File: src/stq_pkg.sv
// Shared types, codes and constants of the per-slot token bucket queue.
package stq_pkg;

	// Default sizes of the slot table and of each slot's FIFO.
	localparam int SLOTS_DEF       = 16;
	localparam int QUEUE_DEPTH_DEF = 16;

	// Field widths of the input and result beats.
	localparam int CMD_W      = 2;
	localparam int SLOT_W     = 4;
	localparam int TIME_W     = 48;
	localparam int HDG_W      = 16;
	localparam int VEL_W      = 17;
	localparam int REF_W      = 32;
	localparam int STATUS_W   = 3;
	localparam int CFG_IDX_W  = 3;
	localparam int CFG_DATA_W = 16;

	// Shared multiply-accumulate unit widths.
	localparam int MAC_W = 18;
	localparam int ACC_W = 36;

	// Command codes.
	localparam logic [CMD_W-1:0] CMD_ARRIVE = 2'd0;
	localparam logic [CMD_W-1:0] CMD_TICK   = 2'd1;
	localparam logic [CMD_W-1:0] CMD_LEAVE  = 2'd2;
	localparam logic [CMD_W-1:0] CMD_NONE   = 2'd3;

	// Result status codes.
	localparam logic [STATUS_W-1:0] ST_QUEUED      = 3'd0;
	localparam logic [STATUS_W-1:0] ST_BAD_HEADING = 3'd1;
	localparam logic [STATUS_W-1:0] ST_TOO_FAST    = 3'd2;
	localparam logic [STATUS_W-1:0] ST_QUEUE_FULL  = 3'd3;
	localparam logic [STATUS_W-1:0] ST_DISPATCHED  = 3'd4;
	localparam logic [STATUS_W-1:0] ST_TICK_DONE   = 3'd5;
	localparam logic [STATUS_W-1:0] ST_CLEARED     = 3'd6;

	// Configuration register indexes.
	localparam logic [CFG_IDX_W-1:0] CFG_BURST     = 3'd0;
	localparam logic [CFG_IDX_W-1:0] CFG_REFILL    = 3'd1;
	localparam logic [CFG_IDX_W-1:0] CFG_QLIMIT    = 3'd2;
	localparam logic [CFG_IDX_W-1:0] CFG_MAX_SPEED = 3'd3;
	localparam logic [CFG_IDX_W-1:0] CFG_TOL       = 3'd4;

	// Register values after reset.
	localparam logic [15:0] BURST_RESET     = 16'd3000;
	localparam logic [9:0]  REFILL_RESET    = 10'd3;
	localparam logic [4:0]  QLIMIT_RESET    = 5'd10;
	localparam logic [15:0] MAX_SPEED_RESET = 16'd4000;
	localparam logic [12:0] TOL_RESET       = 13'd164;

	// One token in thousandths, and unit length in Q2.14.
	localparam logic [15:0]              MILLI_PER_TOKEN = 16'd1000;
	localparam logic signed [MAC_W-1:0] UNIT_Q14        = 18'sd16384;

	typedef struct packed {
		logic [15:0] burst;
		logic [9:0]  refill;
		logic [4:0]  qlimit;
		logic [15:0] max_speed;
		logic [12:0] tol;
	} cfg_t;

	typedef struct packed {
		logic en;
		logic clr;
	} mac_ctl_t;

endpackage

File: src/stq_mac.sv
// Shared signed multiply-accumulate unit used for every squared length and refill.
module stq_mac (
	input  logic                              clk,
	input  stq_pkg::mac_ctl_t                 ctl,
	input  logic signed [stq_pkg::MAC_W-1:0]  a,
	input  logic signed [stq_pkg::MAC_W-1:0]  b,
	output logic signed [stq_pkg::ACC_W-1:0]  acc
);
	import stq_pkg::*;

	logic signed [ACC_W-1:0] prod;
	logic signed [ACC_W-1:0] acc_q;

	assign prod = a * b;

	// The accumulator either restarts from the product or adds it on.
	always_ff @(posedge clk) begin
		if (ctl.en) begin
			acc_q <= (ctl.clr ? '0 : acc_q) + prod;
		end
	end

	assign acc = acc_q;

endmodule

File: config.mk
export PLATFORM = sky130hd
export DESIGN_NAME = stq_mac
export DESIGN_NICKNAME = d
export VERILOG_FILES = /design/src/stq_pkg.sv /design/src/stq_mac.sv
export SDC_FILE = /design/constraint.sdc
export NUM_CORES = 1
export LEC_CHECK = 0
export BUFFER_PORTS_ARGS = -buffer_cell sky130_fd_sc_hd__buf_2
export CAP_MARGIN = 30
export CORE_MARGIN = 2
export CORE_UTILIZATION = 45
export DETAILED_ROUTE_END_ITERATION = 10
export PLACE_DENSITY_LB_ADDON = 0.2
export REMOVE_ABC_BUFFERS = 1
export SYNTH_ARGS = -nofsm -noshare
export SYNTH_HDL_FRONTEND = slang
export SYNTH_SLANG_ARGS = --single-unit
File: constraint.sdc
create_clock -name clk -period 7 [get_ports clk]
set_clock_uncertainty 0.1 [all_clocks]
set_input_delay 0 -clock clk [delete_from_list [all_inputs] [get_ports clk]]
set_output_delay 0 -clock clk [all_outputs]
set_load 0.005 [all_outputs]
==> impl_metrics.env, run 1 <==
export IMPL_min_period_ps=6290
export IMPL_netlist_area_um2=14400
export IMPL_hold_ws_ps=292
export IMPL_die_h_um=183
export IMPL_cts_setup_buffers=0
export IMPL_maxSlewViolCount=0
export IMPL_die_area_um2=33500
export IMPL_seq_area_frac_synth_pct=7.50
export IMPL_numPortBuffers=74
export IMPL_relSlewSlack_pct=40.2
export IMPL_grt_max_degree=37
export IMPL_post_route_util_pct=48.6
export IMPL_ys_flop_type="edfxtp_1"
export IMPL_grt_pass1_wl_um=57900
export IMPL_clock_tree_buffer_depth=2
export IMPL_status="finished clean"
export IMPL_worstPathCellList="buf_2 -> nand2_1 -> fa_1 -> inv_1 -> fa_1 -> inv_1 -> fa_1 -> inv_1 -> fa_1 -> fa_1 -> fa_1 -> ha_1 -> ha_1 -> inv_1 -> nor2_1 -> nor3_1 -> o311ai_2 -> nand2_2 -> o211ai_2 -> o41a_1 -> xor2_1"
export IMPL_crit_top_cell="fa_1"
export IMPL_ys_warnings_count=0
export IMPL_rows=65
export IMPL_arrival_ps=6240
export IMPL_cp_data_required_time_ps=6940
export IMPL_via_count=9542
export IMPL_nNetsFinal=2019
export IMPL_drive_gt1_share_pct=7.30
export IMPL_grt_pass1_vias=10400
export IMPL_ios=75
export IMPL_synthCells=1460
export IMPL_clkLatencyLatePin_ps=290
export IMPL_wl_um=34400
export IMPL_routedWlPerCell_um=18.0
export IMPL_worstPathBufferInverterCount=5
export IMPL_first_pass_iters=5
export IMPL_path_class="in -> reg"
export IMPL_drc_errors=0
export IMPL_core_area_um2=31600
export IMPL_die_w_um=183
export IMPL_viasPerCell=5.00
export IMPL_yosysTopAreaCell="fa_1"
export IMPL_antenna_found_initial=0
export IMPL_final_hold_violation_count=0
export IMPL_hp_class="in -> reg"
export IMPL_final_cell_mix="inv_1 (366), fa_1 (362), and2_1 (174)"
export IMPL_globalplace_congestion=0.818
export IMPL_critPathMaxStageDelay_ps=840
export IMPL_worst_pin_slew_ps=897
export IMPL_start_util_pct=45.7
export IMPL_cp_start_kind="primary input"
export IMPL_ys_types=51
export IMPL_crit_slowest_cell="fa_1"
export IMPL_htree_levels=2
export IMPL_layout_commonest_cell="inv_1"
export IMPL_largest_reg_flops=36
export IMPL_synthTopCellsByArea="fa_1 (50%), ha_1 (9.7%), inv_1 (9.5%)"
export IMPL_grt_overflow_total=0
export IMPL_cts_root_buf="clkbuf_16"
export IMPL_ys_ff_latch=36
export IMPL_async_flop_share_pct=0
export IMPL_cap_violations=0
export IMPL_finalSetupViolCount=0
export IMPL_drtAntennaViolNets=0
export IMPL_period_share_pct=89.9
export IMPL_syn_area_per_cell_um2=9.87
export IMPL_dp_hpwl_um=29400
export IMPL_cts_tree="built"
export IMPL_diodes=0
export IMPL_setup_tns_ps=0
export IMPL_drt_iter0_drc=462
export IMPL_worst_path_dominant_cell_family="adder cells"
export IMPL_end_kind="flop"
export IMPL_area_growth_pct=6.43
export IMPL_netlist_area_leader_share_pct=50.3
export IMPL_cts_resized=0
export IMPL_rsz0062_at_grt="false"
export IMPL_synth_edf_count=36
export IMPL_cts_hold_buf=0
export IMPL_cts_sinks=36
export IMPL_grt_util_all_layers_pct=22.3
export IMPL_cts_made_buffers=5
export IMPL_max_freq_ghz=0.159
export IMPL_critPathMaxFanout=18
export IMPL_clk_pin_slew_ps=70
==> routing by layer <==
layer  wire length [um]  global-route usage [%]  vias to the layer above
met5                  0                       0                        -
met4                400                    3.39                        0
met3               1460                    2.26                       18
met2              15900                    35.1                      200
met1              16600                    34.3                     4960
li1                   -                       -                     4364
==> kinds of logic after synthesis <==
| group | synth area share, % |
|---|---|
| XOR/XNOR | 2.55 |
| flip-flops | 7.50 |
| adder cells (fa/ha/maj) | 60.0 |
| buffers and inverters | 10.8 |
| AND/OR/NAND/NOR | 14.9 |
| AO/OA/AOI/OAI | 4.20 |
==> synth_stat cells (2+ instances only) <==
cell type / instances
xor2_1: 11
and3_1: 2
nor3_1: 5
xnor2_1: 31
o21bai_1: 4
nand3_1: 6
a21o_1: 12
nand2b_1: 24
o211ai_2: 2
a21oi_1: 27
edfxtp_1: 36
clkbuf_1: 45
nor2b_1: 19
o21a_1: 3
nor2_1: 28
a21o_2: 3
a211oi_1: 2
ha_1: 112
fa_1: 362
inv_1: 366
and2_1: 174
nand2_1: 143
o21ai_0: 11
a31oi_1: 4
a211oi_2: 2
==> layout make-up <==
cell class | count | area [um^2]
inverter | 366 | 1370
tap | 402 | 503
sequential | 36 | 1080
multi-input combinational | 1011 | 11800
clock inverter | 3 | 17.5
clock buffer | 5 | 125
timing repair buffer | 86 | 460
fill | 2992 | 16200
==> through the flow <==
step	instances	area [um^2]	worst slack, ps
6_report	1909	15300	708
5_1_grt	1909	15300	359
4_1_cts	1909	15300	664
3_5_place_dp	1901	15200	372
3_3_place_gp	1901	15200	477
2_1_floorplan	1413	14200	996
==> path summary, 6_finish.rpt <==
check,startpoint,to,slack [ps],depth (start not counted)
setup / recovery,b[3],acc[34]$_DFFE_PP_,710,21
hold / removal,ctl[1],acc[4]$_DFFE_PP_,290,1
setup reg to reg,acc[16]$_DFFE_PP_,acc[33]$_DFFE_PP_,1540,16
hold reg to reg,acc[0]$_DFFE_PP_,acc[0]$_DFFE_PP_,600,2
Power of run 1 is left out: the tool's default activity adds up to more than one toggle a clock period on the data nets, which glitch-free logic cannot reach.
==> inputs of run 2 (changes only) <==
Settings changed: CORE_MARGIN 2 to default.
==> run 2 against run 1 <==
Effect of this change:
- final area barely moved
- global-route usage increased by 0.71 points
- via count grew 1.1%
- flip-flop and latch count unchanged
- worst hold slack better by 19 ps
- critical path depth decreased by 2
- largest cell class unchanged
==> impl_metrics.env, run 2 (synthesis gave the netlist of run 1 again) <==
export IMPL_setup_tns_ps=0
export IMPL_area_growth_pct=6.32
export IMPL_grt_overflow_total=0
export IMPL_grt_pass1_vias=10500
export IMPL_cts_tree="built"
export IMPL_grt_max_degree=37
export IMPL_rrSetupSlack_ps=1460
export IMPL_dp_hpwl_um=29400
export IMPL_status="finished clean"
export IMPL_cp_endpoint="acc[33]$_DFFE_PP_"
export IMPL_end_kind="flop"
export IMPL_grt_pass1_wl_um=58000
export IMPL_critPathMaxStageDelay_ps=570
export IMPL_worstPathBufferInverterCount=2
export IMPL_cp_data_required_time_ps=6950
export IMPL_path_class="in -> reg"
export IMPL_cts_root_buf="clkbuf_16"
export IMPL_ios=75
export IMPL_via_count=9649
export IMPL_max_freq_ghz=0.157
export IMPL_r2r_start="acc[16]$_DFFE_PP_"
export IMPL_cts_setup_buffers=0
export IMPL_grt_util_all_layers_pct=23.0
export IMPL_cts_hold_buf=0
export IMPL_critPathMaxFanout=18
export IMPL_largest_reg_flops=36
export IMPL_hp_class="in -> reg"
export IMPL_arrival_ps=6320
export IMPL_drc_errors=0
export IMPL_pre_cts_slack_ps=341
export IMPL_ff2ff_path_depth=16
export IMPL_worstPathCellList="buf_2 -> nand2_1 -> fa_1 -> fa_1 -> fa_1 -> inv_1 -> fa_1 -> fa_1 -> fa_1 -> fa_1 -> ha_1 -> and4_4 -> nand2_1 -> and4b_1 -> o2111ai_2 -> a31oi_4 -> o211ai_2 -> a31oi_1 -> xor2_1"
export IMPL_first_pass_iters=5
export IMPL_drtAntennaViolNets=0
export IMPL_final_hold_violation_count=0
export IMPL_worst_pin_slew_ps=961
export IMPL_clk_pin_slew_ps=70
export IMPL_clkLatencyLatePin_ps=300
export IMPL_diodes=0
export IMPL_globalplace_congestion=0.838
export IMPL_min_period_ps=6370
export IMPL_nNetsFinal=2017
export IMPL_cp_num_cells=19
export IMPL_crit_slowest_cell="fa_1"
export IMPL_numPortBuffers=74
export IMPL_relSlewSlack_pct=35.9
export IMPL_cts_sinks=36
export IMPL_crit_path_start="b[3]"
export IMPL_final_cell_mix="inv_1 (366), fa_1 (362), and2_1 (174)"
export IMPL_reg2reg_to="acc[33]$_DFFE_PP_"
export IMPL_start_util_pct=45.7
export IMPL_crit_top_cell="fa_1"
export IMPL_finalSetupViolCount=0
export IMPL_cts_made_buffers=5
export IMPL_clock_tree_buffer_depth=2
export IMPL_viasPerCell=5.06
export IMPL_wl_um=34600
export IMPL_htree_levels=2
export IMPL_drive_gt1_share_pct=7.18
export IMPL_die_area_um2=32700
export IMPL_period_share_pct=90.9
export IMPL_maxSlewViolCount=0
export IMPL_fin_ws_ps=635
export IMPL_drt_iter0_drc=443
export IMPL_worst_path_dominant_cell_family="adder cells"
export IMPL_antenna_found_initial=0
export IMPL_cap_violations=0
export IMPL_die_w_um=181
export IMPL_die_h_um=181
export IMPL_layout_commonest_cell="inv_1"
export IMPL_core_area_um2=31600
export IMPL_cp_start_kind="primary input"
export IMPL_rsz0062_at_grt="false"
export IMPL_rows=65
export IMPL_routedWlPerCell_um=18.1
export IMPL_cts_resized=0
==> run 2: cell count changes in the layout (fill, tap and decap cells not counted), sizes merged <==
cell and delta:
buf -2
==> run 2: cell type report <==
class / instances / area (um^2)
tap: 402 / 503
fill: 3048 / 16200
inverter: 366 / 1370
clock inverter: 3 / 17.5
sequential: 36 / 1080
clock buffer: 5 / 125
multi-input combinational: 1011 / 11800
timing repair buffer: 84 / 445
==> run 2: per-stage QoR <==
stage          instances  hold WS, ps  utilization (%)  cell area (um^2)
2_1_floorplan       1413         12.5                -             14200
3_3_place_gp        1899          320             48.1             15200
3_5_place_dp        1899          326             48.1             15200
4_1_cts             1907          322             48.6             15300
5_1_grt             1907          345             48.6             15300
6_report            1907          312             48.6             15300
==> run 2: worst min-delay path by stage <==
stage,slack [ps],end,startpoint,depth (start not counted)
after global placement,320,acc[7],acc[7]$_DFFE_PP_,1
after floorplan,10,acc[0]$_DFFE_PP_,ctl[1],0
final,310,acc[4]$_DFFE_PP_,ctl[1],1
after CTS,320,acc[4]$_DFFE_PP_,ctl[1],1
after global routing,350,acc[3]$_DFFE_PP_,ctl[1],1
after detailed placement,330,acc[4],acc[4]$_DFFE_PP_,1
==> run 2: layer usage <==
layer,wire length [um],GRT usage (%),part of all wire [%],vias to the layer above
li1,-,-,-,4358
met1,16500,34.6,48,5019
met5,0,0,0,-
met2,15800,36.2,46,247
met4,543,4.54,1.6,0
met3,1720,2.54,5.0,25
Power of run 2 is left out for the same reason.
==> inputs of run 3 (changes only) <==
Clock period 7 ns to 7.2 ns, I/O delays scaled along.
==> run 3 against run 2 <==
Effect of this change:
- routed wire length decreased by 2.1%
- via count fell by 0.89%
- register-to-register slack better by 270 ps
- count of clock-buffer cells in the layout is the same
- critical path depth rose by 2
- setup slack gained 180 ps
- core utilization barely moved
- die area unchanged
- sequential share of layout area about the same
- final area about the same
- non-clock buffer count decreased by 2
- global-route usage is 0.44 points lower
==> impl_metrics.env, run 3 (synthesis gave the netlist of run 1 again) <==
export IMPL_cap_violations=0
export IMPL_layout_commonest_cell="inv_1"
export IMPL_cp_data_required_time_ps=7150
export IMPL_final_cell_mix="inv_1 (366), fa_1 (362), and2_1 (174)"
export IMPL_numPortBuffers=74
export IMPL_die_h_um=181
export IMPL_worst_pin_slew_ps=929
export IMPL_min_period_ps=6380
export IMPL_start_util_pct=45.7
export IMPL_drive_gt1_share_pct=7.05
export IMPL_wl_um=33900
export IMPL_path_class="in -> reg"
export IMPL_die_w_um=181
export IMPL_diodes=0
export IMPL_period_share_pct=88.6
export IMPL_viasPerCell=5.02
export IMPL_antenna_found_initial=0
export IMPL_via_count=9563
export IMPL_final_hold_violation_count=0
export IMPL_drc_errors=0
export IMPL_die_area_um2=32700
export IMPL_first_pass_iters=5
export IMPL_globalplace_congestion=0.832
export IMPL_dp_hpwl_um=28900
export IMPL_critPathMaxFanout=18
export IMPL_n_fill_cell=2997
export IMPL_grt_util_all_layers_pct=22.6
export IMPL_cp_start_kind="primary input"
export IMPL_grt_pass1_vias=10200
export IMPL_routedWlPerCell_um=17.8
export IMPL_largest_reg_flops=36
export IMPL_grt_pass1_wl_um=57300
export IMPL_core_area_um2=31600
export IMPL_area_growth_pct=6.22
export IMPL_rsz0062_at_grt="false"
export IMPL_clkLatencyLatePin_ps=290
export IMPL_cts_resized=0
export IMPL_status="finished clean"
export IMPL_setup_tns_ps=0
export IMPL_arrival_ps=6330
export IMPL_drtAntennaViolNets=0
export IMPL_htree_levels=2
export IMPL_relSlewSlack_pct=38.1
export IMPL_nNetsFinal=2015
export IMPL_grt_overflow_total=0
export IMPL_max_freq_ghz=0.157
export IMPL_ios=75
export IMPL_rows=65
export IMPL_cts_made_buffers=5
export IMPL_cts_root_buf="clkbuf_16"
export IMPL_hp_class="in -> reg"
export IMPL_clk_pin_slew_ps=70
export IMPL_cts_setup_buffers=0
export IMPL_post_route_util_pct=48.5
export IMPL_finalSetupViolCount=0
export IMPL_cts_sinks=36
export IMPL_grt_max_degree=37
export IMPL_end_kind="flop"
export IMPL_drt_iter0_drc=456
export IMPL_maxSlewViolCount=0
export IMPL_clock_tree_buffer_depth=2
export IMPL_cts_hold_buf=0
export IMPL_cts_tree="built"
## run 3: worst paths after layout
check,startpoint,cells past startpoint,end,slack (ps)
worst min-delay path,ctl[1],1,acc[4]$_DFFE_PP_,300
worst min register to register,acc[0]$_DFFE_PP_,2,acc[0]$_DFFE_PP_,620
worst max-delay path,b[3],21,acc[34]$_DFFE_PP_,820
worst max register to register,acc[18]$_DFFE_PP_,16,acc[34]$_DFFE_PP_,1730
## run 3: cell type report
cell class	count	area, um^2	share of cell area [%]
multi-input cells	1011	11800	76.9
inverters	366	1370	8.98
flip-flops and latches	36	1080	7.06
well taps	402	503	3.29
repair buffers	82	430	2.81
clock buffers	5	125	0.817
clock inverters	3	17.5	0.114
## run 3: stage by stage
step	worst slack, ps	area [um^2]	hold WS (ps)	std cells
2_1_floorplan	1200	14200	12.5	1413
4_1_cts	767	15300	325	1905
3_3_place_gp	592	15200	321	1897
6_report	818	15300	302	1905
3_5_place_dp	489	15200	329	1897
5_1_grt	511	15300	335	1905
## run 3: critical path, cell delays in order
cell	delay [ps]
buf_2	380
nand2_1	220
fa_1	580
inv_1	140
fa_1	850
inv_1	110
fa_1	490
inv_1	50
fa_1	560
fa_1	440
fa_1	450
ha_1	300
ha_1	340
inv_1	70
nor2_1	50
nor3_1	270
o311ai_2	230
nand2_2	140
o211ai_2	110
o41a_1	380
xor2_1	150
## run 3: layer usage
layer / up-vias / part of all wire [%] / GRT usage, %
met5: - / 0 / 0
met4: 0 / 0.97 / 3.12
met3: 14 / 4.2 / 2.16
met2: 196 / 46 / 35.2
met1: 5003 / 49 / 34.9
li1: 4350 / - / -
Power of run 3 is left out for the same reason.
