==> config.mk <==
export PLATFORM = sky130hd
export DESIGN_NAME = stq_cfg
export DESIGN_NICKNAME = d
export VERILOG_FILES = /design/src/stq_pkg.sv /design/src/stq_cfg.sv
export SDC_FILE = /design/constraint.sdc
export NUM_CORES = 1
export LEC_CHECK = 0
export ABC_AREA = 1
export BUFFER_PORTS_ARGS = -buffer_cell sky130_fd_sc_hd__buf_2
export CAP_MARGIN = 20
export CORE_UTILIZATION = 45
export DETAILED_ROUTE_END_ITERATION = 12
export PLACE_DENSITY = 0.75
export SLEW_MARGIN = 30
export SYNTH_ARGS = -nofsm -noshare
export SYNTH_HDL_FRONTEND = slang
export SYNTH_SLANG_ARGS = --single-unit
==> constraint.sdc <==
create_clock -name clk -period 0.8 [get_ports clk]
set_input_delay 0.04 -clock clk [delete_from_list [all_inputs] [get_ports clk]]
set_output_delay 0.04 -clock clk [all_outputs]
set_load 0.005 [all_outputs]
==> src/stq_pkg.sv <==
// Shared types, codes and constants of the per-slot token bucket queue.
package stq_pkg;

	// Default sizes of the slot table and of each slot's FIFO.
	localparam int SLOTS_DEF       = 16;
	localparam int QUEUE_DEPTH_DEF = 16;

	// Field widths of the input and result beats.
	localparam int CMD_W      = 2;
	localparam int SLOT_W     = 4;
	localparam int TIME_W     = 48;
	localparam int HDG_W      = 16;
	localparam int VEL_W      = 17;
	localparam int REF_W      = 32;
	localparam int STATUS_W   = 3;
	localparam int CFG_IDX_W  = 3;
	localparam int CFG_DATA_W = 16;

	// Shared multiply-accumulate unit widths.
	localparam int MAC_W = 18;
	localparam int ACC_W = 36;

	// Command codes.
	localparam logic [CMD_W-1:0] CMD_ARRIVE = 2'd0;
	localparam logic [CMD_W-1:0] CMD_TICK   = 2'd1;
	localparam logic [CMD_W-1:0] CMD_LEAVE  = 2'd2;
	localparam logic [CMD_W-1:0] CMD_NONE   = 2'd3;

	// Result status codes.
	localparam logic [STATUS_W-1:0] ST_QUEUED      = 3'd0;
	localparam logic [STATUS_W-1:0] ST_BAD_HEADING = 3'd1;
	localparam logic [STATUS_W-1:0] ST_TOO_FAST    = 3'd2;
	localparam logic [STATUS_W-1:0] ST_QUEUE_FULL  = 3'd3;
	localparam logic [STATUS_W-1:0] ST_DISPATCHED  = 3'd4;
	localparam logic [STATUS_W-1:0] ST_TICK_DONE   = 3'd5;
	localparam logic [STATUS_W-1:0] ST_CLEARED     = 3'd6;

	// Configuration register indexes.
	localparam logic [CFG_IDX_W-1:0] CFG_BURST     = 3'd0;
	localparam logic [CFG_IDX_W-1:0] CFG_REFILL    = 3'd1;
	localparam logic [CFG_IDX_W-1:0] CFG_QLIMIT    = 3'd2;
	localparam logic [CFG_IDX_W-1:0] CFG_MAX_SPEED = 3'd3;
	localparam logic [CFG_IDX_W-1:0] CFG_TOL       = 3'd4;

	// Register values after reset.
	localparam logic [15:0] BURST_RESET     = 16'd3000;
	localparam logic [9:0]  REFILL_RESET    = 10'd3;
	localparam logic [4:0]  QLIMIT_RESET    = 5'd10;
	localparam logic [15:0] MAX_SPEED_RESET = 16'd4000;
	localparam logic [12:0] TOL_RESET       = 13'd164;

	// One token in thousandths, and unit length in Q2.14.
	localparam logic [15:0]              MILLI_PER_TOKEN = 16'd1000;
	localparam logic signed [MAC_W-1:0] UNIT_Q14        = 18'sd16384;

	typedef struct packed {
		logic [15:0] burst;
		logic [9:0]  refill;
		logic [4:0]  qlimit;
		logic [15:0] max_speed;
		logic [12:0] tol;
	} cfg_t;

	typedef struct packed {
		logic en;
		logic clr;
	} mac_ctl_t;

endpackage

==> src/stq_cfg.sv <==
// Configuration register file of the per-slot token bucket queue.
module stq_cfg (
	input  logic                           clk,
	input  logic                           arst_n,
	input  logic                           cfg_we,
	input  logic [stq_pkg::CFG_IDX_W-1:0]  cfg_index,
	input  logic [stq_pkg::CFG_DATA_W-1:0] cfg_data,
	output stq_pkg::cfg_t                  cfg
);
	import stq_pkg::*;

	cfg_t cfg_q;

	// Decode the index and take the low bits of the write data.
	always_ff @(posedge clk or negedge arst_n) begin
		if (!arst_n) begin
			cfg_q.burst     <= BURST_RESET;
			cfg_q.refill    <= REFILL_RESET;
			cfg_q.qlimit    <= QLIMIT_RESET;
			cfg_q.max_speed <= MAX_SPEED_RESET;
			cfg_q.tol       <= TOL_RESET;
		end else if (cfg_we) begin
			unique case (cfg_index)
				CFG_BURST:     cfg_q.burst     <= cfg_data[15:0];
				CFG_REFILL:    cfg_q.refill    <= cfg_data[9:0];
				CFG_QLIMIT:    cfg_q.qlimit    <= cfg_data[4:0];
				CFG_MAX_SPEED: cfg_q.max_speed <= cfg_data[15:0];
				CFG_TOL:       cfg_q.tol       <= cfg_data[12:0];
				default: ;
			endcase
		end
	end

	assign cfg = cfg_q;

endmodule

==> results of run 1 <==
==> cells by family (layout without fill, tap and decap cells) <==
group / after synthesis / after routing / share of synthesized area
AND/OR/NAND/NOR: 193 / 193 / 0.332
buffers and inverters: 18 / 168 / 0.0529
flip-flops: 60 / 60 / 0.615
==> area by class of cell <==
type / count / area [µm²] / area share
Sequential cell: 60 / 1530 / 0.408
Clock buffer: 12 / 165 / 0.0441
Clock inverter: 4 / 70.1 / 0.0187
Tap cell: 70 / 87.6 / 0.0234
Multi-Input combinational cell: 193 / 832 / 0.222
Timing Repair Buffer: 146 / 1040 / 0.277
Inverter: 6 / 22.5 / 0.00602
==> per-stage QoR <==
stage / instances / utilization / TNS [ps] / instance area (µm²)
5_1_grt: 491 / 0.719 / -10090 / 3740
3_5_place_dp: 424 / 0.581 / -3400 / 3020
2_1_floorplan: 271 / - / 0 / 2480
4_1_cts: 476 / 0.686 / -8570 / 3570
3_3_place_gp: 424 / 0.581 / -1600 / 3020
6_report: 491 / 0.719 / -8280 / 3740
==> metal layers <==
layer,vias up,part of all wire
li1,1141,-
met1,1114,0.42
met2,88,0.51
met3,8,0.058
met4,0,0.015
met5,-,0
==> cells in the mapped netlist <==
cell type | number | area (µm²)
sky130_fd_sc_hd__inv_1 | 5 | 18.8
sky130_fd_sc_hd__dfrtp_1 | 40 | 1000
sky130_fd_sc_hd__nor2_2 | 1 | 6.26
sky130_fd_sc_hd__buf_2 | 3 | 15.0
sky130_fd_sc_hd__nand3_1 | 44 | 220
sky130_fd_sc_hd__nor2_1 | 1 | 3.75
sky130_fd_sc_hd__nand2_1 | 140 | 526
sky130_fd_sc_hd__nor2_4 | 3 | 33.8
sky130_fd_sc_hd__buf_4 | 2 | 15.0
sky130_fd_sc_hd__nand2_4 | 2 | 22.5
sky130_fd_sc_hd__buf_6 | 7 | 78.8
sky130_fd_sc_hd__dfstp_2 | 20 | 526
sky130_fd_sc_hd__inv_2 | 1 | 3.75
sky130_fd_sc_hd__nand2_2 | 2 | 12.5
==> worst min-delay path: stages <==
cell and delay [ps]:
sky130_fd_sc_hd__buf_2 130, sky130_fd_sc_hd__nor2_4 60, sky130_fd_sc_hd__buf_12 140, sky130_fd_sc_hd__nand3_1 70, sky130_fd_sc_hd__nand2_1 50
==> power by group through the flow <==
stage / logic [mW] / clock network (mW) / registers (mW)
global route: 2.41 / 3.34 / 4.14
finish: 2.20 / 3.18 / 4.09
CTS: 1.89 / 3.23 / 4.05
floorplan: 0.587 / 0 / 4.13
detailed placement: 1.55 / 0 / 4.12
global placement: 1.50 / 0 / 4.10
==> repair_timing <==
item / CTS / global route
endpoints found under the hold margin: 103 / 0
resized for setup: 0 / 12
buffers inserted: 19 / 15
pin swaps: 0 / 4
endpoints found under the setup margin: 60 / 63
hold buffers: 17 / 0
gates cloned: 0 / 0
==> worst max-delay path by stage <==
stage	endpoint	from	slack, ps
2_1_floorplan	cfg[19]$_DFFE_PN0P_	cfg_we	70
3_3_place_gp	cfg[11]$_DFFE_PN0P_	cfg_index[0]	-60
3_5_place_dp	cfg[15]$_DFFE_PN0P_	cfg_we	-100
4_1_cts	cfg[52]	cfg[52]$_DFFE_PN1P_	-240
5_1_grt	cfg[53]	cfg[53]$_DFFE_PN1P_	-270
6_report	cfg[53]	cfg[53]$_DFFE_PN1P_	-250
==> impl_results.html, run 1 <==
<table>
<tr><th>Metric</th><th>Value</th></tr>
<tr><th colspan="2">Placed design</th></tr>
<tr><td>Final weighted congestion in routability-driven placement</td><td>0.748</td></tr>
<tr><td>Half-perimeter wire length after placement</td><td>4310 µm</td></tr>
<tr><td>Number of input and output port buffers inserted</td><td>81</td></tr>
<tr><td>Post-placement setup slack</td><td>-100 ps</td></tr>
<tr><th colspan="2">Cells and area</th></tr>
<tr><td>Layout area overhead</td><td>50.7%</td></tr>
<tr><td>Layout fillers</td><td>393</td></tr>
<tr><td>Most common cell after layout, fill and taps aside</td><td>sky130_fd_sc_hd__nand2_1</td></tr>
<tr><td>Leading cell types in the layout, fill and taps excluded</td><td>sky130_fd_sc_hd__nand2_1 (137), sky130_fd_sc_hd__buf_2 (74), sky130_fd_sc_hd__nand3_1 (44), sky130_fd_sc_hd__buf_4 (42), sky130_fd_sc_hd__dfrtp_1 (40)</td></tr>
<tr><td>Number of inserted diodes</td><td>0</td></tr>
<tr><td>Nets@finish</td><td>438</td></tr>
<tr><td>Layout cell share with drive strength beyond 1</td><td>0.420</td></tr>
<tr><td>Number of flip-flops under the largest register name</td><td>60</td></tr>
<tr><th colspan="2">Worst hold path</th></tr>
<tr><td>Number of cells on the worst hold path</td><td>5</td></tr>
<tr><td>Endpoint of the worst hold path</td><td>cfg[32]$_DFFE_PN1P_</td></tr>
<tr><td>Critical hold path startpoint</td><td>cfg_index[2]</td></tr>
<tr><td>Hold crit path type</td><td>input port to flop</td></tr>
<tr><th colspan="2">GRT</th></tr>
<tr><td>Met3 Use GR</td><td>0.0587</td></tr>
<tr><td>Antenna violations before repair</td><td>0</td></tr>
<tr><td>GR met1 Demand/Resource</td><td>0.297</td></tr>
<tr><td>GR Util met2</td><td>0.409</td></tr>
<tr><td>Global-route layer with the greatest usage</td><td>met2</td></tr>
<tr><td>Overall overflow remaining after global route</td><td>0</td></tr>
<tr><td>Overall fraction of global-route tracks in use</td><td>0.243</td></tr>
<tr><td>First-pass GRT wire length</td><td>about 11000 µm</td></tr>
<tr><td>Largest net degree at the start of global routing</td><td>~60</td></tr>
<tr><td>Via count of the first global-routing pass</td><td>2257</td></tr>
<tr><th colspan="2">Clock tree</th></tr>
<tr><td>TritonCTS clock tree</td><td>built</td></tr>
<tr><td>Number of buffers created by CTS</td><td>9</td></tr>
<tr><td>Clock transition at the register clock pins on the worst setup and hold paths after CTS</td><td>70 ps</td></tr>
<tr><td>Depth of the CTS H-tree</td><td>3</td></tr>
<tr><td>Maximum number of buffers from clock root to sink</td><td>2</td></tr>
<tr><td>Clock network latency to the later pin of the worst-skew pair</td><td>around 330 ps</td></tr>
<tr><td>Sink Count</td><td>60</td></tr>
<tr><td>CTS root buffer</td><td>sky130_fd_sc_hd__clkbuf_8</td></tr>
<tr><th colspan="2">Timing</th></tr>
<tr><td>Fin Hold WS</td><td>148 ps</td></tr>
<tr><td>Final period util</td><td>1.31</td></tr>
<tr><td>Relative max-transition margin</td><td>0.791</td></tr>
<tr><td>Final setup viols</td><td>69</td></tr>
<tr><td>Least-Margin Pin Slew</td><td>between 300 and 400 ps</td></tr>
<tr><td>Shortest period the worst path allows</td><td>1050 ps</td></tr>
<tr><td>Final Hold Vio Count</td><td>0</td></tr>
<tr><td>Max-slew violations</td><td>0</td></tr>
<tr><td>Worst clock skew</td><td>0 ps</td></tr>
<tr><td>Final WS setup</td><td>-251 ps</td></tr>
<tr><td>Unrepaired setup endpoints after global routing</td><td>yes</td></tr>
<tr><td>Max Clock Freq</td><td>roughly 950 MHz</td></tr>
<tr><th colspan="2">Critical path</th></tr>
<tr><td>Cell class contributing the biggest share of worst-path delay</td><td>flip-flops</td></tr>
<tr><td>Crit path launch type</td><td>flop</td></tr>
<tr><td>CP peak stage delay</td><td>around 550 ps</td></tr>
<tr><td>Worst setup path category</td><td>flop to primary output</td></tr>
<tr><td>Ordered cell list for the critical path</td><td>buf_2</td></tr>
<tr><td>CP max stage cell</td><td>sky130_fd_sc_hd__dfstp_2</td></tr>
<tr><td>Required time reported for the critical path endpoint</td><td>760 ps</td></tr>
<tr><td>Critical path data arrival time</td><td>1010 ps</td></tr>
<tr><td>Count of cells along the worst register-to-register path</td><td>4</td></tr>
<tr><td>Worst setup EP type</td><td>primary output</td></tr>
<tr><td>Buf/Inv on CP</td><td>1</td></tr>
<tr><td>Crit Reg-Reg Endpoint</td><td>cfg[49]$_DFFE_PN1P_</td></tr>
<tr><td>Worst reg-to-reg setup slack</td><td>-110 ps</td></tr>
<tr><td>Worst Path Max Fanout</td><td>2</td></tr>
<tr><td>Critical register-to-register path startpoint</td><td>cfg[49]$_DFFE_PN1P_</td></tr>
<tr><td>Logic depth of the worst setup path including buffers</td><td>1</td></tr>
<tr><th colspan="2">Die</th></tr>
<tr><td>Area of the die</td><td>5820 µm²</td></tr>
<tr><td>I/O pin cnt</td><td>82</td></tr>
<tr><td>Die outline height</td><td>about 76 µm</td></tr>
<tr><td>Chip Width</td><td>76.3 µm</td></tr>
<tr><td>Placeable core region</td><td>5200 µm²</td></tr>
<tr><td>Rows</td><td>26</td></tr>
<tr><td>Starting utilization of the core area</td><td>0.477</td></tr>
<tr><th colspan="2">Status</th></tr>
<tr><td>Run status</td><td>finished, violations left</td></tr>
<tr><td>Failing checks</td><td>setup timing</td></tr>
<tr><th colspan="2">Drt</th></tr>
<tr><td>Routed vias/inst</td><td>4.79</td></tr>
<tr><td>Residual antenna-violating net count after detailed routing</td><td>0</td></tr>
<tr><td>Length of the first detailed-routing pass in iterations</td><td>4</td></tr>
<tr><td>Routed wire length per instance</td><td>14.1 µm</td></tr>
<tr><td>WL final</td><td>roughly 6900 µm</td></tr>
<tr><td>DRC viols</td><td>0</td></tr>
<tr><td>Via count</td><td>2351</td></tr>
<tr><td>Iteration-0 DRC count of the detailed router</td><td>~200</td></tr>
<tr><th colspan="2">Run</th></tr>
<tr><td># Max-Cap Violations</td><td>0</td></tr>
<tr><th colspan="2">Yosys</th></tr>
<tr><td>YS warnings</td><td>0</td></tr>
<tr><td>Synthesized area per cell</td><td>~9.2 µm²</td></tr>
<tr><td>Post-synth net total</td><td>293</td></tr>
<tr><td>Synth Register Bits</td><td>60</td></tr>
<tr><td>Seq/Total Area, Yosys</td><td>0.615</td></tr>
<tr><td>Syn Inst Count</td><td>around 270</td></tr>
<tr><td>Combined area of all synthesized cells</td><td>2480 µm²</td></tr>
<tr><td>Number of distinct standard cells referenced by the synthesized netlist</td><td>14</td></tr>
<tr><th colspan="2">Power</th></tr>
<tr><td>Switching Share</td><td>0.263</td></tr>
<tr><td>Total power divided by cell area</td><td>2530 nW/µm²</td></tr>
<tr><td>Part of the total power dissipated in the clock network</td><td>0.336</td></tr>
<tr><td>Final Total Pwr</td><td>9.47 mW</td></tr>
<tr><td>Net Switching</td><td>around 2.5 mW</td></tr>
<tr><td>Lkg Pwr</td><td>approximately 2.1 nW</td></tr>
<tr><td>Gate power share</td><td>0.232</td></tr>
<tr><td>Maximum vdd ir drop</td><td>1.16 mV</td></tr>
<tr><td>Sequential cell fraction of total power</td><td>0.432</td></tr>
<tr><td>Internal cell power</td><td>about 7 mW</td></tr>
</table>
Note: power is estimated with default switching activity, not from simulation.
==> inputs of run 2 (changes only) <==
--- a/config.mk
+++ b/config.mk
@@ -8,9 +8,12 @@
 export ABC_AREA = 1
 export BUFFER_PORTS_ARGS = -buffer_cell sky130_fd_sc_hd__buf_2
 export CAP_MARGIN = 20
-export CORE_UTILIZATION = 45
+export CELL_PAD_IN_SITES_DETAIL_PLACEMENT = 1
+export CELL_PAD_IN_SITES_GLOBAL_PLACEMENT = 1
+export CORE_UTILIZATION = 33
 export DETAILED_ROUTE_END_ITERATION = 12
-export PLACE_DENSITY = 0.75
+export PLACE_DENSITY_LB_ADDON = 0.1
+export SKIP_LAST_GASP = 1
 export SLEW_MARGIN = 30
 export SYNTH_ARGS = -nofsm -noshare
 export SYNTH_HDL_FRONTEND = slang
==> impl_results.html, run 2 (synthesis gave the netlist of run 1 again) <==
<table>
<tr><th>Metric</th><th>Value</th></tr>
<tr><th colspan="2">Status</th></tr>
<tr><td>Run status</td><td>finished, violations left</td></tr>
<tr><td>Failing checks</td><td>setup timing</td></tr>
<tr><th colspan="2">Critical path</th></tr>
<tr><td>Worst reg-to-reg setup slack</td><td>-50 ps</td></tr>
<tr><td>Required time reported for the critical path endpoint</td><td>760 ps</td></tr>
<tr><td>Critical register-to-register path startpoint</td><td>cfg[0]$_DFFE_PN0P_</td></tr>
<tr><td>Ordered cell list for the critical path</td><td>buf_6</td></tr>
<tr><td>Worst Path Max Fanout</td><td>2</td></tr>
<tr><td>Crit path launch type</td><td>flop</td></tr>
<tr><td>Cell class contributing the biggest share of worst-path delay</td><td>flip-flops</td></tr>
<tr><td>Crit Reg-Reg Endpoint</td><td>cfg[0]$_DFFE_PN0P_</td></tr>
<tr><td>Worst setup EP type</td><td>primary output</td></tr>
<tr><td>Buf/Inv on CP</td><td>1</td></tr>
<tr><td>Critical path data arrival time</td><td>980 ps</td></tr>
<tr><td>Worst setup path category</td><td>flop to primary output</td></tr>
<tr><td>Count of cells along the worst register-to-register path</td><td>4</td></tr>
<tr><td>CP max stage cell</td><td>sky130_fd_sc_hd__dfstp_2</td></tr>
<tr><td>CP peak stage delay</td><td>between 500 and 600 ps</td></tr>
<tr><th colspan="2">GRT</th></tr>
<tr><td>Largest net degree at the start of global routing</td><td>61</td></tr>
<tr><td>Antenna violations before repair</td><td>0</td></tr>
<tr><td>Overall fraction of global-route tracks in use</td><td>0.206</td></tr>
<tr><td>First-pass GRT wire length</td><td>11900 µm</td></tr>
<tr><td>Via count of the first global-routing pass</td><td>2301</td></tr>
<tr><td>Overall overflow remaining after global route</td><td>0</td></tr>
<tr><th colspan="2">Power</th></tr>
<tr><td>Lkg Pwr</td><td>around 2.1 nW</td></tr>
<tr><td>Maximum vdd ir drop</td><td>1.33 mV</td></tr>
<tr><td>Total power divided by cell area</td><td>2460 nW/µm²</td></tr>
<tr><th colspan="2">Timing</th></tr>
<tr><td>Fin Hold WS</td><td>0.416 ps</td></tr>
<tr><td>Final Hold Vio Count</td><td>0</td></tr>
<tr><td>Final setup viols</td><td>64</td></tr>
<tr><td>Final period util</td><td>1.28</td></tr>
<tr><td>Final WS setup</td><td>-223 ps</td></tr>
<tr><td>Relative max-transition margin</td><td>0.777</td></tr>
<tr><td>Total negative slack</td><td>-7240 ps</td></tr>
<tr><td>Shortest period the worst path allows</td><td>1020 ps</td></tr>
<tr><td>Unrepaired setup endpoints after global routing</td><td>yes</td></tr>
<tr><td>Worst clock skew</td><td>0 ps</td></tr>
<tr><td>Max Clock Freq</td><td>978 MHz</td></tr>
<tr><td>Max-slew violations</td><td>0</td></tr>
<tr><td>Least-Margin Pin Slew</td><td>334 ps</td></tr>
<tr><th colspan="2">Worst hold path</th></tr>
<tr><td>Critical hold path startpoint</td><td>cfg_data[3]</td></tr>
<tr><td>Number of cells on the worst hold path</td><td>3</td></tr>
<tr><td>Endpoint of the worst hold path</td><td>cfg[47]$_DFFE_PN1P_</td></tr>
<tr><td>Hold crit path type</td><td>input port to flop</td></tr>
<tr><th colspan="2">Die</th></tr>
<tr><td>Placeable core region</td><td>7250 µm²</td></tr>
<tr><td>Chip Width</td><td>around 89 µm</td></tr>
<tr><td>I/O pin cnt</td><td>between 80 and 90</td></tr>
<tr><td>Starting utilization of the core area</td><td>0.342</td></tr>
<tr><td>Area of the die</td><td>7870 µm²</td></tr>
<tr><td>Die outline height</td><td>about 89 µm</td></tr>
<tr><td>Rows</td><td>31</td></tr>
<tr><th colspan="2">Cells and area</th></tr>
<tr><td>Layout cell share with drive strength beyond 1</td><td>0.407</td></tr>
<tr><td>Leading cell types in the layout, fill and taps excluded</td><td>sky130_fd_sc_hd__nand2_1 (138), sky130_fd_sc_hd__buf_2 (68), sky130_fd_sc_hd__nand3_1 (44), sky130_fd_sc_hd__dfrtp_1 (40), sky130_fd_sc_hd__buf_4 (34)</td></tr>
<tr><td>Number of inserted diodes</td><td>0</td></tr>
<tr><td>Layout area overhead</td><td>51.3%</td></tr>
<tr><td>Number of flip-flops under the largest register name</td><td>60</td></tr>
<tr><td>Nets@finish</td><td>430</td></tr>
<tr><td>Most common cell after layout, fill and taps aside</td><td>sky130_fd_sc_hd__nand2_1</td></tr>
<tr><th colspan="2">Clock tree</th></tr>
<tr><td>Maximum number of buffers from clock root to sink</td><td>2</td></tr>
<tr><td>TritonCTS clock tree</td><td>built</td></tr>
<tr><td>Depth of the CTS H-tree</td><td>3</td></tr>
<tr><td>Number of buffers created by CTS</td><td>9</td></tr>
<tr><td>Sink Count</td><td>60</td></tr>
<tr><td>Clock transition at the register clock pins on the worst setup and hold paths after CTS</td><td>around 70 ps</td></tr>
<tr><td>CTS root buffer</td><td>sky130_fd_sc_hd__clkbuf_8</td></tr>
<tr><td>Clock network latency to the later pin of the worst-skew pair</td><td>roughly 330 ps</td></tr>
<tr><th colspan="2">Drt</th></tr>
<tr><td>Via count</td><td>2300</td></tr>
<tr><td>Iteration-0 DRC count of the detailed router</td><td>89</td></tr>
<tr><td>Routed vias/inst</td><td>about 4.5</td></tr>
<tr><td>Residual antenna-violating net count after detailed routing</td><td>0</td></tr>
<tr><td>DRC viols</td><td>0</td></tr>
<tr><td>Routed wire length per instance</td><td>approximately 15 µm</td></tr>
<tr><td>Length of the first detailed-routing pass in iterations</td><td>4</td></tr>
<tr><td>WL final</td><td>7510 µm</td></tr>
<tr><th colspan="2">Placed design</th></tr>
<tr><td>Half-perimeter wire length after placement</td><td>4960 µm</td></tr>
<tr><td>Final weighted congestion in routability-driven placement</td><td>0.738</td></tr>
<tr><td>Number of input and output port buffers inserted</td><td>81</td></tr>
<tr><th colspan="2">Run</th></tr>
<tr><td># Max-Cap Violations</td><td>0</td></tr>
</table>
## run 2: cell count changes in the layout (fill, tap and decap cells not counted)
cell | previous run | this run
sky130_fd_sc_hd__nand2_1 | 137 | 138
sky130_fd_sc_hd__dlygate4sd3_1 | 17 | 15
sky130_fd_sc_hd__buf_2 | 74 | 68
sky130_fd_sc_hd__buf_4 | 42 | 34
sky130_fd_sc_hd__clkinvlp_4 | 0 | 1
sky130_fd_sc_hd__nand2_2 | 5 | 4
sky130_fd_sc_hd__clkbuf_8 | 12 | 10
sky130_fd_sc_hd__clkbuf_1 | 0 | 2
sky130_fd_sc_hd__clkinv_2 | 2 | 1
sky130_fd_sc_hd__buf_12 | 4 | 6
sky130_fd_sc_hd__buf_6 | 9 | 15
## run 2: how the worst max path moves through the flow
| stage | startpoint | cells past startpoint | endpoint | slack, ps |
|---|---|---|---|---|
| floorplan | cfg_we | 6 | cfg[19]$_DFFE_PN0P_ | 70 |
| global placement | cfg_index[0] | 6 | cfg[40]$_DFFE_PN0P_ | -90 |
| detailed placement | cfg_index[2] | 6 | cfg[36]$_DFFE_PN0P_ | -120 |
| CTS | cfg[49]$_DFFE_PN1P_ | 1 | cfg[49] | -230 |
| global route | cfg[49]$_DFFE_PN1P_ | 1 | cfg[49] | -250 |
| finish | cfg[2]$_DFFE_PN1P_ | 1 | cfg[2] | -220 |
## run 2: layout make-up
type / count / area, µm²
Clock buffer: 12 / 145
Tap cell: 99 / 124
Sequential cell: 60 / 1530
Clock inverter: 4 / 72.6
Fill cell: 883 / 3500
Inverter: 6 / 22.5
Multi-Input combinational cell: 193 / 830
Timing Repair Buffer: 138 / 1030
## run 2: repair_timing
item	CTS	global route
buffers inserted	11	13
endpoints found under the setup margin	60	63
hold endpoints to repair	87	0
resized for setup	3	14
pin swaps	0	2
hold buffers	15	0
## run 2: through the flow
step	cells	util	setup slack (ps)	total power [mW]	area [µm²]
2_1_floorplan	271	-	68.1	4.72	2480
3_3_place_gp	457	0.429	-88.9	5.65	3110
3_5_place_dp	457	0.429	-120	5.70	3110
4_1_cts	499	0.494	-233	9.00	3580
5_1_grt	512	0.518	-253	9.77	3750
6_report	512	0.518	-223	9.22	3750
## run 2: report_power, final
part           switching (mW)  internal, mW  total, mW  leakage, nW
registers               0.333          3.74       4.08        0.712
clock network            1.18          1.84       3.02        0.107
logic                   0.929          1.20       2.13         1.26
## run 2: metal layers
metal	vias up	GRT usage	wire [µm]	share of wire
li1	1119	-	-	-
met1	1116	0.277	3400	0.45
met2	57	0.331	3740	0.50
met3	8	0.0410	290	0.039
met4	0	0.0704	87	0.012
met5	-	0	0	0
